File: src/design/spr_pkg.sv
// ----------------------------------------------------------------------------
// spr_pkg: shared types and round functions
// Lane and state types, per-item control, substitution and linear layers.
// ----------------------------------------------------------------------------
`default_nettype none

package spr_pkg;

	localparam int MAX_ROUNDS   = 4;
	localparam int NUM_LANES    = 5;
	localparam int LANE_W       = 64;
	localparam int MATCH_COUNT  = 18;
	localparam int ROUND_W      = $clog2(MAX_ROUNDS + 1);
	localparam int CFG_ROUNDS_W = 3;
	localparam int CFG_IDX_W    = 8;
	localparam int CFG_DATA_W   = 3;
	localparam int LATENCY      = MAX_ROUNDS + 1;

	localparam logic [CFG_IDX_W-1:0] REG_FULL_ROUNDS = CFG_IDX_W'(0);
	localparam logic [CFG_IDX_W-1:0] REG_FINAL_SBOX  = CFG_IDX_W'(1);

	localparam int MATCH_POS [MATCH_COUNT] = '{
		11, 14, 16, 18, 22, 27, 29, 34, 35, 36, 37, 38, 44, 45, 46, 48, 62, 63
	};

	typedef logic [LANE_W-1:0] lane_t;
	typedef lane_t [NUM_LANES-1:0] state_t;
	typedef logic [MATCH_COUNT-1:0] match_t;

	typedef struct packed {
		logic [ROUND_W-1:0] rounds_left;
		logic               fin;
	} ctrl_t;

	function automatic lane_t rotr(input lane_t x, input int n);
		lane_t r;
		r = (x >> n) | (x << (LANE_W - n));
		return r;
	endfunction

	function automatic state_t sub_layer(input state_t s);
		state_t o;
		o[0] = (s[4] & s[1]) ^ s[3] ^ (s[2] & s[1]) ^ s[2] ^ (s[1] & s[0]) ^ s[1] ^ s[0];
		o[1] = s[4] ^ (s[3] & s[2]) ^ (s[3] & s[1]) ^ s[3] ^ (s[2] & s[1]) ^ s[2]
			^ s[1] ^ s[0];
		o[2] = ~((s[4] & s[3]) ^ s[4] ^ s[2] ^ s[1]);
		o[3] = (s[4] & s[0]) ^ s[4] ^ (s[3] & s[0]) ^ s[3] ^ s[2] ^ s[1] ^ s[0];
		o[4] = (s[4] & s[1]) ^ s[4] ^ s[3] ^ (s[1] & s[0]) ^ s[1];
		return o;
	endfunction

	function automatic state_t lin_layer(input state_t s);
		state_t o;
		o[0] = s[0] ^ rotr(s[0], 19) ^ rotr(s[0], 28);
		o[1] = s[1] ^ rotr(s[1], 61) ^ rotr(s[1], 39);
		o[2] = s[2] ^ rotr(s[2], 1)  ^ rotr(s[2], 6);
		o[3] = s[3] ^ rotr(s[3], 10) ^ rotr(s[3], 17);
		o[4] = s[4] ^ rotr(s[4], 7)  ^ rotr(s[4], 41);
		return o;
	endfunction

	function automatic match_t pick_match(input lane_t x);
		match_t m;
		for (int i = 0; i < MATCH_COUNT; i++) begin
			m[MATCH_COUNT-1-i] = x[LANE_W-1-MATCH_POS[i]];
		end
		return m;
	endfunction

endpackage

`default_nettype wire

File: src/design/spr_final_cell.sv
// ----------------------------------------------------------------------------
// spr_final_cell: tail of the chain
// Optional trailing substitution layer, match word, result registers.
// ----------------------------------------------------------------------------
`default_nettype none

module spr_final_cell (
	input  wire logic            clk,
	input  wire logic            arst_n,
	input  wire logic            in_valid,
	input  wire spr_pkg::ctrl_t  in_ctrl,
	input  wire spr_pkg::state_t in_state,
	output logic                 out_valid,
	output spr_pkg::state_t      out_state,
	output spr_pkg::match_t      out_match
);

	logic            valid_q;
	spr_pkg::state_t state_q;
	spr_pkg::match_t match_q;
	spr_pkg::state_t state_d;

	always_comb begin
		state_d = in_ctrl.fin ? spr_pkg::sub_layer(in_state) : in_state;
	end

	always_ff @(posedge clk or negedge arst_n) begin
		if (!arst_n) begin
			valid_q <= 1'b0;
		end else begin
			valid_q <= in_valid;
		end
	end

	always_ff @(posedge clk) begin
		state_q <= state_d;
		match_q <= spr_pkg::pick_match(state_d[0]);
	end

	assign out_valid = valid_q;
	assign out_state = state_q;
	assign out_match = match_q;

endmodule

`default_nettype wire

File: config.mk
export PLATFORM = sky130hd
export DESIGN_NAME = spr_final_cell
export DESIGN_NICKNAME = d
export VERILOG_FILES = /design/src/design/spr_pkg.sv /design/src/design/spr_final_cell.sv
export SDC_FILE = /design/constraint.sdc
export NUM_CORES = 1
export LEC_CHECK = 0
export BUFFER_PORTS_ARGS = -buffer_cell sky130_fd_sc_hd__buf_2
export CAP_MARGIN = 20
export CORE_AREA = 2 2 256 258
export DETAILED_ROUTE_END_ITERATION = 7
export DIE_AREA = 0 0 258 260
export GPL_TIMING_DRIVEN = 0
export SYNTH_ARGS = -nofsm -noshare
export SYNTH_HDL_FRONTEND = slang
export SYNTH_SLANG_ARGS = --single-unit
File: constraint.sdc
create_clock -name clk -period 0.8 [get_ports clk]
set_clock_uncertainty 0.2 [all_clocks]
set_input_delay 0.16 -clock clk [delete_from_list [all_inputs] [get_ports clk]]
set_output_delay 0.16 -clock clk [all_outputs]
set_load 0.02 [all_outputs]
==> out/qor.csv <==
metric;value;unit
dpl_worst_slack;-1.17;ns
synth.area.top_cells;dfxtp_1 30%, xor2_1 8.4%, xnor2_1 7.5%;
syn_area;21100;um2
crit_path_end_kind;primary output;
cts_tree;yes;
gp_congestion;0.919;
port_buffers;594;
fin_total_pwr;0.0619;W
vias;23637;
placedInstanceArea;26100;um2
ioPinCount;666;
yosys.area.top_type;dfxtp_1;
netlist_instances;2675;
cp-start-kind;register;
critPathKind;reg2out;
rows;93;
ys_seq_elements;321;
worstSetupStartpoint;out_state[1];
synth_nets;3002;
clockRootBuffer;clkbuf_16;
cts_sinks;321;
status;finished with violations;
period_share;1.92;
route.antenna.remaining_nets;0;
drt_wl_total;100000;um
dieHeight;260;um
core-area;64100;um2
drc;0;
tns;-249.03;ns
nFillCells;5596;
power_density;1720;nW/um2
dieArea;67100;um2
cp_data_arrival_time;1.18;ns
setup_ws;-0.735;ns
hpwl;63800;um
cts_max_level;2;
layout_common_cells;446 x buf_6, 299 x dfxtp_2, 261 x buf_2, 197 x xor2_1, 165 x xnor2_1;
grt_pass1_vias;21114;
whs;-0.378;ns
dr.pass1.iters;5;
synth_warnings;0;
overflow;0;
final_common_cell;buf_6;
antenna_found_initial;22;
violations;negative hold slack, negative setup slack;
setup_viol;659;
hold_violations;320;
track_usage;0.260;
cp.required;0.44;ns
max_freq;0.651;GHz
drive_above_1_share;0.545;
synth_top_area_frac;0.304;
nets;3775;
crit_fanout;2;
syn_avg_cell_area;7.89;um2
vias_per_cell;5.44;
grt_max_degree;13;
grt_pass1_wl;134000;um
ir_worst_vdd;1760;uV
post_drt_wl_per_cell;23.0;um
endpoint;out_state[1];
ys_seq_area_frac;0.305;
worst_pin_slew;0.548;ns
cts.path.max_buffers;3;
rsz0062_at_grt;true;
drv_cap;0;
drv_slew;0;
post-route-min-period;1.54;ns
ys_types;36;
die_x;258;um
start_util;0.329;
p_leak;14.9;nW
drt_iter0_drc;1696;
final_cell_area;36100;um2
hold_class;in2reg;
clk_pin_slew;0.06;ns
slew_headroom;0.635;
area_growth;71.0;%
cts_buffers;42;
how the worst min path moves through the flow:
stage | from | slack, ns | cells after the start | endpoint
floorplan | arst_n | -0.34 | 0 | out_valid
finish | in_state[129] | -0.38 | 2 | out_state[129]
detailed placement | arst_n | -0.26 | 1 | out_valid
global route | in_state[129] | -0.40 | 2 | out_state[129]
global placement | arst_n | -0.26 | 1 | out_valid
CTS | in_state[129] | -0.40 | 2 | out_state[129]
sequential cells by signal, indices dropped and copies added (netlist names):
signal	cells
out_state	320
out_valid	1
per-stage QoR:
| step | instances | hold slack [ns] | utilization |
|---|---|---|---|
| finish | 4347 | -0.378 | 0.563 |
| floorplan | 2675 | -0.336 | - |
| global route | 4346 | -0.399 | 0.563 |
| global placement | 4124 | -0.259 | 0.407 |
| CTS | 4280 | -0.395 | 0.507 |
| detailed placement | 4124 | -0.260 | 0.407 |
logic make-up after synthesis:
group	after synthesis	share of synthesized area
AO/OA/AOI/OAI	885	0.289
XOR/XNOR	383	0.159
buffers and inverters	318	0.0727
flip-flops	321	0.305
multiplexers	1	0.000474
AND/OR/NAND/NOR	767	0.174
cell usage after synthesis (all sizes together):
cell type / number
dfxtp: 320
o21ai: 256
nand2: 231
xor2: 203
xnor2: 180
nor2: 165
buf: 154
clkbuf: 136
a21oi: 129
a22o: 126
nand2b: 126
nand3: 102
o22ai: 64
a32o: 62
nor2b: 40
o21a: 39
o32ai: 39
a211oi: 38
and2: 38
or3: 37
inv: 28
a31oi: 27
o31ai: 27
nand4: 26
a21bo: 25
a311oi: 25
o21ba: 25
a21o: 1
a22oi: 1
dfrtp: 1
mux2i: 1
nor3: 1
nor4b: 1
o211a: 1
report_power, final:
part	leakage (nW)	switching [W]	internal, W	total [W]
clock network	0.677	0.00809	0.0114	0.0195
registers	2.73	0.00113	0.0184	0.0195
logic	11.5	0.0119	0.0110	0.0229
total	14.9	0.0211	0.0408	0.0619
worst max-delay path, cell delays in order, from the launching register on:
cell and delay, ns:
dfxtp_4 0.35, buf_6 0.12, buf_6 0.12
per-layer routing:
layer | track usage | vias to the layer above | routed length (um)
met4 | 0.0910 | 18 | 3820
met1 | 0.319 | 11373 | 40200
li1 | - | 11087 | -
met5 | 0 | - | 120
met2 | 0.447 | 925 | 49100
met3 | 0.0547 | 234 | 6900
what timing repair did:
| item | 4_1_cts | 5_1_grt |
|---|---|---|
| gates cloned | 28 | 36 |
| setup endpoints to repair | 659 | 659 |
| hold buffers | 8 | 2 |
| pin swaps | 66 | 261 |
| buffers inserted | 45 | 51 |
| endpoints found under the hold margin | 322 | 320 |
| gates resized for setup | 1276 | 813 |
layout make-up:
class,instances,area [um2],area share
sequential,321,6880,0.191
antenna,10,25.0,0.000694
clock inverter,20,233,0.00645
inverter,28,105,0.00291
multi-input combinational,2036,16000,0.443
buffer,277,2770,0.0768
timing repair buffer,742,7860,0.218
tap,855,1070,0.0297
clock buffer,58,1150,0.0319
Power figures use the tool's default switching activity.
