==> src/design/spr_pkg.sv <==
// ----------------------------------------------------------------------------
// spr_pkg: shared types and round functions
// Lane and state types, per-item control, substitution and linear layers.
// ----------------------------------------------------------------------------
`default_nettype none

package spr_pkg;

	localparam int MAX_ROUNDS   = 4;
	localparam int NUM_LANES    = 5;
	localparam int LANE_W       = 64;
	localparam int MATCH_COUNT  = 18;
	localparam int ROUND_W      = $clog2(MAX_ROUNDS + 1);
	localparam int CFG_ROUNDS_W = 3;
	localparam int CFG_IDX_W    = 8;
	localparam int CFG_DATA_W   = 3;
	localparam int LATENCY      = MAX_ROUNDS + 1;

	localparam logic [CFG_IDX_W-1:0] REG_FULL_ROUNDS = CFG_IDX_W'(0);
	localparam logic [CFG_IDX_W-1:0] REG_FINAL_SBOX  = CFG_IDX_W'(1);

	localparam int MATCH_POS [MATCH_COUNT] = '{
		11, 14, 16, 18, 22, 27, 29, 34, 35, 36, 37, 38, 44, 45, 46, 48, 62, 63
	};

	typedef logic [LANE_W-1:0] lane_t;
	typedef lane_t [NUM_LANES-1:0] state_t;
	typedef logic [MATCH_COUNT-1:0] match_t;

	typedef struct packed {
		logic [ROUND_W-1:0] rounds_left;
		logic               fin;
	} ctrl_t;

	function automatic lane_t rotr(input lane_t x, input int n);
		lane_t r;
		r = (x >> n) | (x << (LANE_W - n));
		return r;
	endfunction

	function automatic state_t sub_layer(input state_t s);
		state_t o;
		o[0] = (s[4] & s[1]) ^ s[3] ^ (s[2] & s[1]) ^ s[2] ^ (s[1] & s[0]) ^ s[1] ^ s[0];
		o[1] = s[4] ^ (s[3] & s[2]) ^ (s[3] & s[1]) ^ s[3] ^ (s[2] & s[1]) ^ s[2]
			^ s[1] ^ s[0];
		o[2] = ~((s[4] & s[3]) ^ s[4] ^ s[2] ^ s[1]);
		o[3] = (s[4] & s[0]) ^ s[4] ^ (s[3] & s[0]) ^ s[3] ^ s[2] ^ s[1] ^ s[0];
		o[4] = (s[4] & s[1]) ^ s[4] ^ s[3] ^ (s[1] & s[0]) ^ s[1];
		return o;
	endfunction

	function automatic state_t lin_layer(input state_t s);
		state_t o;
		o[0] = s[0] ^ rotr(s[0], 19) ^ rotr(s[0], 28);
		o[1] = s[1] ^ rotr(s[1], 61) ^ rotr(s[1], 39);
		o[2] = s[2] ^ rotr(s[2], 1)  ^ rotr(s[2], 6);
		o[3] = s[3] ^ rotr(s[3], 10) ^ rotr(s[3], 17);
		o[4] = s[4] ^ rotr(s[4], 7)  ^ rotr(s[4], 41);
		return o;
	endfunction

	function automatic match_t pick_match(input lane_t x);
		match_t m;
		for (int i = 0; i < MATCH_COUNT; i++) begin
			m[MATCH_COUNT-1-i] = x[LANE_W-1-MATCH_POS[i]];
		end
		return m;
	endfunction

endpackage

`default_nettype wire

==> src/design/spr_round_cell.sv <==
// ----------------------------------------------------------------------------
// spr_round_cell: one round slot of the chain
// Applies one full round when rounds remain, else passes the state on.
// ----------------------------------------------------------------------------
`default_nettype none

module spr_round_cell (
	input  wire logic            clk,
	input  wire logic            arst_n,
	input  wire logic            in_valid,
	input  wire spr_pkg::ctrl_t  in_ctrl,
	input  wire spr_pkg::state_t in_state,
	output logic                 out_valid,
	output spr_pkg::ctrl_t       out_ctrl,
	output spr_pkg::state_t      out_state
);

	logic            valid_q;
	spr_pkg::ctrl_t  ctrl_q;
	spr_pkg::state_t state_q;
	spr_pkg::ctrl_t  ctrl_d;
	spr_pkg::state_t state_d;
	logic            active;

	always_comb begin
		active = (in_ctrl.rounds_left != '0);
		ctrl_d = in_ctrl;
		state_d = in_state;
		if (active) begin
			ctrl_d.rounds_left = in_ctrl.rounds_left - 1'b1;
			state_d = spr_pkg::lin_layer(spr_pkg::sub_layer(in_state));
		end
	end

	always_ff @(posedge clk or negedge arst_n) begin
		if (!arst_n) begin
			valid_q <= 1'b0;
		end else begin
			valid_q <= in_valid;
		end
	end

	always_ff @(posedge clk) begin
		ctrl_q  <= ctrl_d;
		state_q <= state_d;
	end

	assign out_valid = valid_q;
	assign out_ctrl  = ctrl_q;
	assign out_state = state_q;

endmodule

`default_nettype wire

==> config.mk <==
export PLATFORM = sky130hd
export DESIGN_NAME = spr_round_cell
export DESIGN_NICKNAME = d
export VERILOG_FILES = /design/src/design/spr_pkg.sv /design/src/design/spr_round_cell.sv
export SDC_FILE = /design/constraint.sdc
export NUM_CORES = 1
export LEC_CHECK = 0
export ABC_AREA = 1
export BUFFER_PORTS_ARGS = -buffer_cell sky130_fd_sc_hd__buf_2
export CELL_PAD_IN_SITES_DETAIL_PLACEMENT = 1
export CELL_PAD_IN_SITES_GLOBAL_PLACEMENT = 2
export CORE_ASPECT_RATIO = 0.8
export CORE_MARGIN = 5
export CORE_UTILIZATION = 25
export CTS_CLUSTER_SIZE = 12
export DETAILED_ROUTE_END_ITERATION = 16
export PLACE_DENSITY_LB_ADDON = 0.1
export SYNTH_ARGS = -nofsm -noshare
export SYNTH_HDL_FRONTEND = slang
export SYNTH_SLANG_ARGS = --single-unit
==> constraint.sdc <==
create_clock -name clk -period 0.8 [get_ports clk]
set_input_delay 0.04 -clock clk [delete_from_list [all_inputs] [get_ports clk]]
set_output_delay 0.04 -clock clk [all_outputs]
set_load 0.02 [all_outputs]
==> flow_summary.json <==
{
  "cellLeakagePower_nw": 36.9,
  "grt_max_degree": 30,
  "synth_cells": 6029,
  "ys_seq_area_share_pct": 20.9,
  "cts_buffer_depth": 3,
  "cts_tree": "yes",
  "fin_nets": 8866,
  "place_congestion": 1.03,
  "setup_viol": 539,
  "synth-edff-count": 0,
  "hpwl_mm": 220,
  "grt_pass1_vias": 50782,
  "slew_headroom_pct": 75.0,
  "cts_buffers": 45,
  "rsz0062_at_grt": "yes",
  "routed_via_density": 5.05,
  "antenna_found_initial": 19,
  "drcViolationCount": 0,
  "path_buf_inv": 1,
  "hold_class": "primary input to register",
  "ant_nets": 0,
  "portBuffers": 651,
  "final_util_pct": 55.9,
  "crit_arrival_ps": 1230,
  "grt_pass1_wl_mm": 366,
  "ir_drop_mv": 1.61,
  "crit_family": "flip-flops",
  "worstPathRequired_ps": 760,
  "syn_area_per_cell_um2": 5.17,
  "die_height_um": 326,
  "crit_type": "register to output port",
  "h-tree-depth": 2,
  "async_flop_share_pct": 0.308,
  "synthesis.nets": 6359,
  "start_util_pct": 25.3,
  "maxCapViolCount": 0,
  "timing.final.ws_setup_ps": -469,
  "fin_cells": 10218,
  "clock.fmax_mhz": 788,
  "ys_types": 27,
  "ys_ff_latch": 325,
  "grt_usage_pct": 38.9,
  "cts_sinks": 325,
  "p_per_area_nw_per_um2": 1780,
  "fin_crit_ps": 1270,
  "max_stage_delay_ps": 430,
  "finalCritPeriodShare_pct": 159,
  "grt-ovfl-total": 0,
  "vias": 51552,
  "final_max_slew_viol_count": 0,
  "io_pins": 652,
  "holdWs_ps": 50.8,
  "netlist_area_um2": 31200,
  "worstMarginPinSlew_ps": 373,
  "die_x_um": 405,
  "area_growth_pct": 121,
  "hold_viol_final": 0,
  "synth-main-ff-cell": "dfxtp_1",
  "crit_fanout": 1,
  "root_buffer": "clkbuf_16",
  "end_kind": "output port",
  "startpoint_type": "register",
  "cp_slowest_cell": "dfxtp_4",
  "yosysWarnings": 0,
  "drt-initial-drc-count": 4248,
  "status": "complete, but fails checks",
  "rows": 115,
  "crit_chain": "buf_6",
  "coreArea_um2": 123000,
  "violations": "setup timing",
  "cts.clk_slew.worst_paths_ps": 70,
  "drt_pass1_iterations": 5,
  "fill_cells": 15438,
  "drive_above_1_share_pct": 56.3,
  "wl_per_cell_um": 27.5,
  "dieArea_um2": 132000,
  "drt-total-wl_mm": 281,
  "dp_cells": 9674
}
-- worst paths after layout --
kind,endpoint,slack [ps],cells after the start,from
worst max-delay path,out_state[16],-470,1,out_state[16]
worst min-delay path,out_ctrl[0],50,2,in_ctrl[0]
max in group asynchronous,out_valid,470,3,arst_n
min in group asynchronous,out_valid,230,3,arst_n
-- cell families after synthesis --
kind of cell    Yosys count  synth area share [%]
simple gates           4498                  58.9
buf+inv                 905                  11.7
flops                   325                  20.9
xor+xnor                167                  5.80
compound gates          131                  2.56
fa+ha+maj                 3                 0.120
-- routing by layer --
| layer | track usage (%) | vias up | routed length [µm] |
|---|---|---|---|
| met5 | 0 | - | 29 |
| met4 | 19.0 | 4 | 19800 |
| met2 | 59.7 | 2047 | 120000 |
| met1 | 52.7 | 25442 | 116000 |
| met3 | 6.62 | 567 | 24900 |
| li1 | - | 23492 | - |
-- flip-flops by register name, indices dropped and copies added (netlist names) --
| name | cells |
|---|---|
| out_ctrl | 4 |
| out_state | 320 |
| out_valid | 1 |
-- what timing repair did --
action,4_1_cts,5_1_grt
setup buffers,50,87
endpoints found under the hold margin,326,0
hold buffers,329,0
resized for setup,1808,2195
cloned,22,11
pin swaps,150,664
setup endpoints to repair,615,647
-- cell usage after synthesis, types with 4 or more instances --
library cell | instances | area share [%]
buf_6 | 14 | 0.51
o21ai_2 | 38 | 1.1
clkbuf_1 | 51 | 0.61
nand3_1 | 942 | 15
buf_4 | 33 | 0.79
dfxtp_1 | 324 | 21
inv_2 | 156 | 1.9
xor2_1 | 103 | 2.9
xnor2_1 | 18 | 0.51
nand2_2 | 55 | 1.1
xor2_2 | 42 | 2.2
nor2_1 | 122 | 1.5
buf_2 | 29 | 0.47
nor2_4 | 10 | 0.36
o21ai_0 | 63 | 1.0
xnor2_2 | 4 | 0.21
o21ai_1 | 29 | 0.47
nand4_1 | 5 | 0.10
nor2_2 | 22 | 0.44
inv_1 | 617 | 7.4
nand2_1 | 3339 | 40
clkinv_1 | 4 | 0.048
-- cells in the final DEF, fill, tap and decap left out, drive strengths merged, types with 113 or more instances in the layout --
cell type	Yosys	layout
nand2	3397	3397
buf	76	2195
nand3	942	942
inv	773	770
dlygate4sd3	0	329
dfxtp	324	324
nor2	154	154
xor2	145	145
o21ai	130	130
clkbuf	51	113
-- cell type report --
class,instances,area [µm²],share of cell area (%)
Multi-Input combinational cell,4799,29100,42.1
Timing Repair Buffer,2585,25900,37.5
Clock buffer,53,1240,1.79
Antenna cell,9,22.5,0.0326
Clock inverter,29,408,0.591
Tap cell,1638,2050,2.97
Sequential cell,325,7000,10.1
Timing Repair inverter,2,50.0,0.0725
Inverter,778,3290,4.76
-- per-stage QoR --
stage               setup slack (ps)  setup TNS, ps  instance area [µm²]  power [mW]
CTS                             -503        -122290                61400         113
global route                    -468        -127000                69000         126
detailed placement             -1080        -246410                50100        78.5
finish                          -469        -117780                69000         123
global placement               -1090        -239310                50100        77.9
floorplan                       -257         -74030                32900        44.1
-- power breakdown --
group / internal [mW] / switching [mW] / leakage, nW / total (mW)
clock network: 13.8 / 9.91 / 0.800 / 23.7
registers: 20.8 / 2.84 / 2.75 / 23.7
logic: 31.8 / 43.5 / 33.3 / 75.3
total: 66.4 / 56.3 / 36.9 / 123
Power figures use the tool's default switching activity.
